$ cat src/rtl/core/mcoc_pkg.sv
`timescale 1ns / 1ps
`default_nettype none
package mcoc_pkg;

   localparam int DIM_W   = 16;
   localparam int COST_W  = 63;
   localparam int SPLIT_W = 6;

   localparam logic [COST_W-1:0] COST_MAX = {COST_W{1'b1}};

   typedef struct packed {
      logic [DIM_W-1:0] dimension;
      logic             last_dimension;
   } mcoc_req_type;

   typedef struct packed {
      logic [COST_W-1:0]  min_cost;
      logic [SPLIT_W-1:0] top_split;
      logic               overflow;
   } mcoc_rsp_type;

   // one split candidate, aligned with the memory read data
   typedef struct packed {
      logic               valid;
      logic               first;
      logic               last;
      logic [SPLIT_W-1:0] k;
   } mcoc_issue_type;

   typedef enum logic [2:0] {
      ST_LOAD,
      ST_RD_LEFT,
      ST_RD_RIGHT,
      ST_SCALE,
      ST_ISSUE,
      ST_DRAIN,
      ST_WRITE,
      ST_FINISH
   } mcoc_state_type;

endpackage
`default_nettype wire

$ cat src/rtl/core/mcoc_cost_pipe.sv
`timescale 1ns / 1ps
`default_nettype none
module mcoc_cost_pipe #(
   parameter int DIM_BITS = 16
) (
   input  logic                          clock,
   input  logic                          reset,
   input  mcoc_pkg::mcoc_issue_type      issue,
   input  logic [2*DIM_BITS-1:0]         scale,
   input  logic [DIM_BITS-1:0]           dim_k,
   input  logic [mcoc_pkg::COST_W-1:0]   cost_left,
   input  logic [mcoc_pkg::COST_W-1:0]   cost_right,
   output logic [mcoc_pkg::COST_W-1:0]   best_cost,
   output logic [mcoc_pkg::SPLIT_W-1:0]  best_split,
   output logic                          busy
);
   import mcoc_pkg::*;

   localparam int D  = DIM_BITS;
   localparam int PW = 3 * DIM_BITS;
   localparam int EW = (PW > COST_W) ? PW : COST_W;

   // stage 2: low partial product, subcost sum
   logic               s2_valid_ff;
   logic               s2_first_ff;
   logic [SPLIT_W-1:0] s2_k_ff;
   logic [2*D-1:0]     s2_plo_ff, s2_plo_in;
   logic [COST_W:0]    s2_csum_ff, s2_csum_in;
   logic [D-1:0]       s2_dk_ff;

   // stage 3: high partial product
   logic               s3_valid_ff;
   logic               s3_first_ff;
   logic [SPLIT_W-1:0] s3_k_ff;
   logic [2*D-1:0]     s3_plo_ff;
   logic [2*D-1:0]     s3_phi_ff, s3_phi_in;
   logic [COST_W:0]    s3_csum_ff;

   // stage 4: saturated product
   logic               s4_valid_ff;
   logic               s4_first_ff;
   logic [SPLIT_W-1:0] s4_k_ff;
   logic [COST_W-1:0]  s4_prod_ff, s4_prod_in;
   logic [COST_W:0]    s4_csum_ff;
   logic [PW-1:0]      prod_full;
   logic [EW-1:0]      prod_ext;

   // stage 5: candidate cost
   logic               s5_valid_ff;
   logic               s5_first_ff;
   logic [SPLIT_W-1:0] s5_k_ff;
   logic [COST_W-1:0]  s5_q_ff, s5_q_in;
   logic [COST_W+1:0]  q_sum;

   logic [COST_W-1:0]  best_ff;
   logic [SPLIT_W-1:0] best_k_ff;

   logic [COST_W-1:0]  left_term, right_term;

   assign left_term  = issue.first ? '0 : cost_left;
   assign right_term = issue.last  ? '0 : cost_right;
   assign s2_csum_in = {1'b0, left_term} + {1'b0, right_term};
   assign s2_plo_in  = {{D{1'b0}}, scale[D-1:0]} * {{D{1'b0}}, dim_k};

   assign s3_phi_in  = {{D{1'b0}}, scale[2*D-1:D]} * {{D{1'b0}}, s2_dk_ff};

   assign prod_full  = {s3_phi_ff, {D{1'b0}}} + {{D{1'b0}}, s3_plo_ff};
   assign prod_ext   = EW'(prod_full);
   assign s4_prod_in = (prod_ext >= EW'(COST_MAX)) ? COST_MAX : COST_W'(prod_ext);

   assign q_sum   = {2'b00, s4_prod_ff} + {1'b0, s4_csum_ff};
   assign s5_q_in = (q_sum >= (COST_W+2)'(COST_MAX)) ? COST_MAX : q_sum[COST_W-1:0];

   always_ff @(posedge clock) begin
      if (reset) begin
         s2_valid_ff <= 1'b0;
         s3_valid_ff <= 1'b0;
         s4_valid_ff <= 1'b0;
         s5_valid_ff <= 1'b0;
      end else begin
         s2_valid_ff <= issue.valid;
         s3_valid_ff <= s2_valid_ff;
         s4_valid_ff <= s3_valid_ff;
         s5_valid_ff <= s4_valid_ff;
      end
   end

   always_ff @(posedge clock) begin
      s2_first_ff <= issue.first;
      s2_k_ff     <= issue.k;
      s2_plo_ff   <= s2_plo_in;
      s2_csum_ff  <= s2_csum_in;
      s2_dk_ff    <= dim_k;

      s3_first_ff <= s2_first_ff;
      s3_k_ff     <= s2_k_ff;
      s3_plo_ff   <= s2_plo_ff;
      s3_phi_ff   <= s3_phi_in;
      s3_csum_ff  <= s2_csum_ff;

      s4_first_ff <= s3_first_ff;
      s4_k_ff     <= s3_k_ff;
      s4_prod_ff  <= s4_prod_in;
      s4_csum_ff  <= s3_csum_ff;

      s5_first_ff <= s4_first_ff;
      s5_k_ff     <= s4_k_ff;
      s5_q_ff     <= s5_q_in;

      // ties keep the smaller split
      if (s5_valid_ff && (s5_first_ff || (s5_q_ff < best_ff))) begin
         best_ff   <= s5_q_ff;
         best_k_ff <= s5_k_ff;
      end
   end

   assign best_cost  = best_ff;
   assign best_split = best_k_ff;
   assign busy       = issue.valid | s2_valid_ff | s3_valid_ff | s4_valid_ff | s5_valid_ff;

endmodule
`default_nettype wire

$ cat config.mk
export PLATFORM = sky130hd
export DESIGN_NAME = mcoc_cost_pipe
export DESIGN_NICKNAME = d
export VERILOG_FILES = /design/src/rtl/core/mcoc_pkg.sv /design/src/rtl/core/mcoc_cost_pipe.sv
export SDC_FILE = /design/constraint.sdc
export NUM_CORES = 2
export LEC_CHECK = 0
export BUFFER_PORTS_ARGS = -buffer_cell sky130_fd_sc_hd__buf_2
export CORE_MARGIN = 3
export CORE_UTILIZATION = 45
export DETAILED_ROUTE_END_ITERATION = 16
export PLACE_DENSITY = 0.72
export SYNTH_ARGS = -nofsm -noshare
export SYNTH_HDL_FRONTEND = slang
export SYNTH_SLANG_ARGS = --single-unit
export TNS_END_PERCENT = 10
$ cat constraint.sdc
create_clock -name clock -period 9.3 [get_ports clock]
set_input_delay 0.465 -clock clock [delete_from_list [all_inputs] [get_ports clock]]
set_output_delay 0.465 -clock clock [all_outputs]
set_load 0.02 [all_outputs]
==> results.md <==
* Slowest cell delay on critical path at 740 ps
* VDD IR max at 0.0003696 V
* Via-to-Cell Ratio at 5.084
* Min Tclk post-route at 6670 ps
* Status: finished, final reports clean
* Crit path kind: reg -> reg
* Post-Synthesis Cells at 4,007
* DR vias at 27,340
* Largest net degree at the start of global routing at 64
* Horiz. Die Dim at 297.1 um
* Final hold vios at 0
* Final Power at 0.01485 W
* CTS HTree Levels at 2
* Ys Warns at 0
* PostCTS Resize Cnt at 0
* RePlAce Congestion at 0.8796
* Row count at 106
* Async SR Flop Fraction at 0%
* Grt total ovfl at 0
* Full die area at 88,260 um2
* Met3 routed WL at 5.556 mm
* Max FO, Critical Path at 16
* Final layout net count at 5,172
* Setup violators final at 0
* RSZ-0062 raised after global routing: false
* Type of the worst min-delay path: in -> reg
* Slowest CP cell: dfxtp_1
* P&R area growth vs syn at 10.66%
* Tcrit/Tclk final at 71.72%
* Avg WL per Cell at 16.44 um
* CTS buffer count at 51
* Metal2 WL at 43.32 mm
* Peak Freq at 149.9 MHz
* Post-synth top flop: dfxtp_1
* Post-DP HPWL at 71.15 mm
* DR iter-0 viols at 1,469
* CP cell instances: nand2_1, fa_1, fa_1, fa_1, fa_1, inv_1, fa_1, inv_1, fa_1, inv_1, ha_1, a21o_1, a21oi_1, o31ai_1, a31o_2, a41oi_1, a21oi_1, a21oi_1, o21a_1, o21ai_1, xor2_1
* Worst Setup End Kind: register
* Slew headroom at 13.93%
* Leak pwr at 20.65 nW
* DRC Markers at 0
* First-pass detailed-route iteration total at 7
* Reg area at 11,020 um2
* Net Count, Synth at 4,980
* Post-route clock skew at 41.78 ps
* FF+latch count, synth at 516
* Commonest non-fill, non-tap cell in the layout: inv_1
* Worst-Skew Late Latency at 590 ps
* Worst path arrival time at 7110 ps
* Initial antenna violation count at 3
* First-pass GRT wire length at 144.5 mm
* Clock transition at path regs at 60 ps
* Setup crit start kind: register
* Mapped cell area at 38,130 um2
* IO Port Bufs at 254
* Core Area at 83,820 um2
* # IOs at 255
* Yosys cell types at 81
* Routed Wire Length at 88.39 mm
* Most used cell, CP: fa_1
* Antenna violation net count after detailed routing at 0
* Max cap viols at 0
* Crit path required time at 9740 ps
* Worst Max-Slew Pin Slew at 1259 ps
* Fill count at 7,843
* Highest Signal Layer: met4
* Root buf cell: clkbuf_16
* Clock Sinks at 516
* Syn avg cell area at 9.515 um2
* Setup Fix Bufs, Post-CTS at 0
* Fin util at 50.34%
* Initial Util at 45.49%
* Number of synthesized flops with an enable pin at 69
* TNS Setup at 0 ps
* Power per cell area at 351.8 nW/um2
* Worst-case clock buffer depth at 3
* Number of global-route vias before repair at 28,190
* Most frequent cells in the layout: inv_1, nand2_1, dfxtp_1
* Final Max Tran Viols at 0
* Die Height at 297.1 um
* Seq/Total Area, Yosys at 28.90%
* WL met1 at 37.77 mm
* Layout cells sized above 1 at 8.911%
* Area of the multi-input gates at 24,470 um2
* Tot GR Track Use at 20.07%
* CTS tree: built
## what timing repair did
action,CTS,global route
endpoints found under the setup margin,0,0
hold endpoints to repair,6,0
hold buffers,6,0
## power breakdown
part	internal, W	switching [W]	total [W]
clock	0.00122	0.000883	0.00210
combinational	0.00404	0.00539	0.00943
sequential	0.00302	0.000289	0.00331
## metal layers
metal  track usage (%)  vias to the layer above
met2             35.35                      653
met3             4.379                      121
li1                  -                    13340
met4             4.388                        0
met5                 0                        -
met1             25.23                    13220
## path summary, 6_finish.rpt
check	start	end	slack, ps	cells past startpoint
worst max-delay path	s2_dk_ff[3]	s3_phi_ff[29]	2630	21
worst min register to register	s2_csum_ff[40]	s3_csum_ff[40]	320	0
worst min-delay path	reset	s5_valid_ff	110	2
worst max register to register	s2_dk_ff[3]	s3_phi_ff[29]	2630	21
## logic make-up (layout without fill, tap and decap cells)
group	count (synthesis)	count (layout)	synth area share, %
other	0	1	0
buffers and inverters	700	935	6.950
muxes	6	6	0.1641
DFF	516	516	28.90
xor gates and xnor gates	195	195	4.479
and+or+nand+nor	1201	1201	15.69
AOI/OAI and AO/OA	601	601	10.25
adders and majority gates	788	788	33.56
## worst max-delay path: cells and delay by family (launching register included)
| kind | cells | cell delay, ps |
|---|---|---|
| flops | 1 | 740 |
| compound gates | 9 | 1810 |
| xor+xnor | 1 | 150 |
| buf+inv | 3 | 160 |
| simple gates | 1 | 170 |
| fa+ha+maj | 7 | 3480 |
## synth_stat cells (105+ instances only)
| library cell | count | area (um2) |
|---|---|---|
| a21oi_1 | 185 | 925.9 |
| ha_1 | 397 | 4967 |
| xnor2_1 | 115 | 1007 |
| nand2_1 | 449 | 1685 |
| a21o_1 | 105 | 788.3 |
| dfxtp_1 | 447 | 8949 |
| fa_1 | 391 | 7828 |
| clkbuf_1 | 116 | 435.4 |
| nor2_1 | 127 | 476.7 |
| and2_1 | 254 | 1589 |
| inv_1 | 575 | 2158 |
| nor2b_1 | 147 | 919.6 |
## registers in the layout, summed over array words and instances (netlist names)
name         cells
best_split       6
s3_first_ff      1
s4_prod_ff      48
s2_plo_ff       32
s2_k_ff          6
s5_k_ff          6
s2_csum_ff      64
s5_first_ff      1
s5_valid_ff      1
s4_csum_ff      64
s2_valid_ff      1
s3_csum_ff      64
s2_first_ff      1
s3_k_ff          6
s4_first_ff      1
s4_valid_ff      1
best_cost       63
s3_plo_ff       32
s5_q_ff         63
s4_k_ff          6
s3_valid_ff      1
s3_phi_ff       32
s2_dk_ff        16
## stage by stage
step	worst slack, ps	hold slack [ps]	instances	instance area [um2]
global route	2145	89.98	5377	42190
global placement	2359	310.2	5274	40370
CTS	2643	70.93	5376	42190
floorplan	2932	309.6	4007	38130
finish	2630	113.1	5377	42190
detailed placement	2280	312.1	5274	40370
## cell type report
type / instances / area share (%)
timing repair buffer: 264 / 3.226
antenna: 1 / 0.005931
tap: 1134 / 3.363
clock buffer: 69 / 3.603
inverter: 575 / 5.115
sequential: 516 / 26.12
multi-input combinational: 2791 / 57.99
clock inverter: 27 / 0.5753
(Power assumes the default switching activity.)
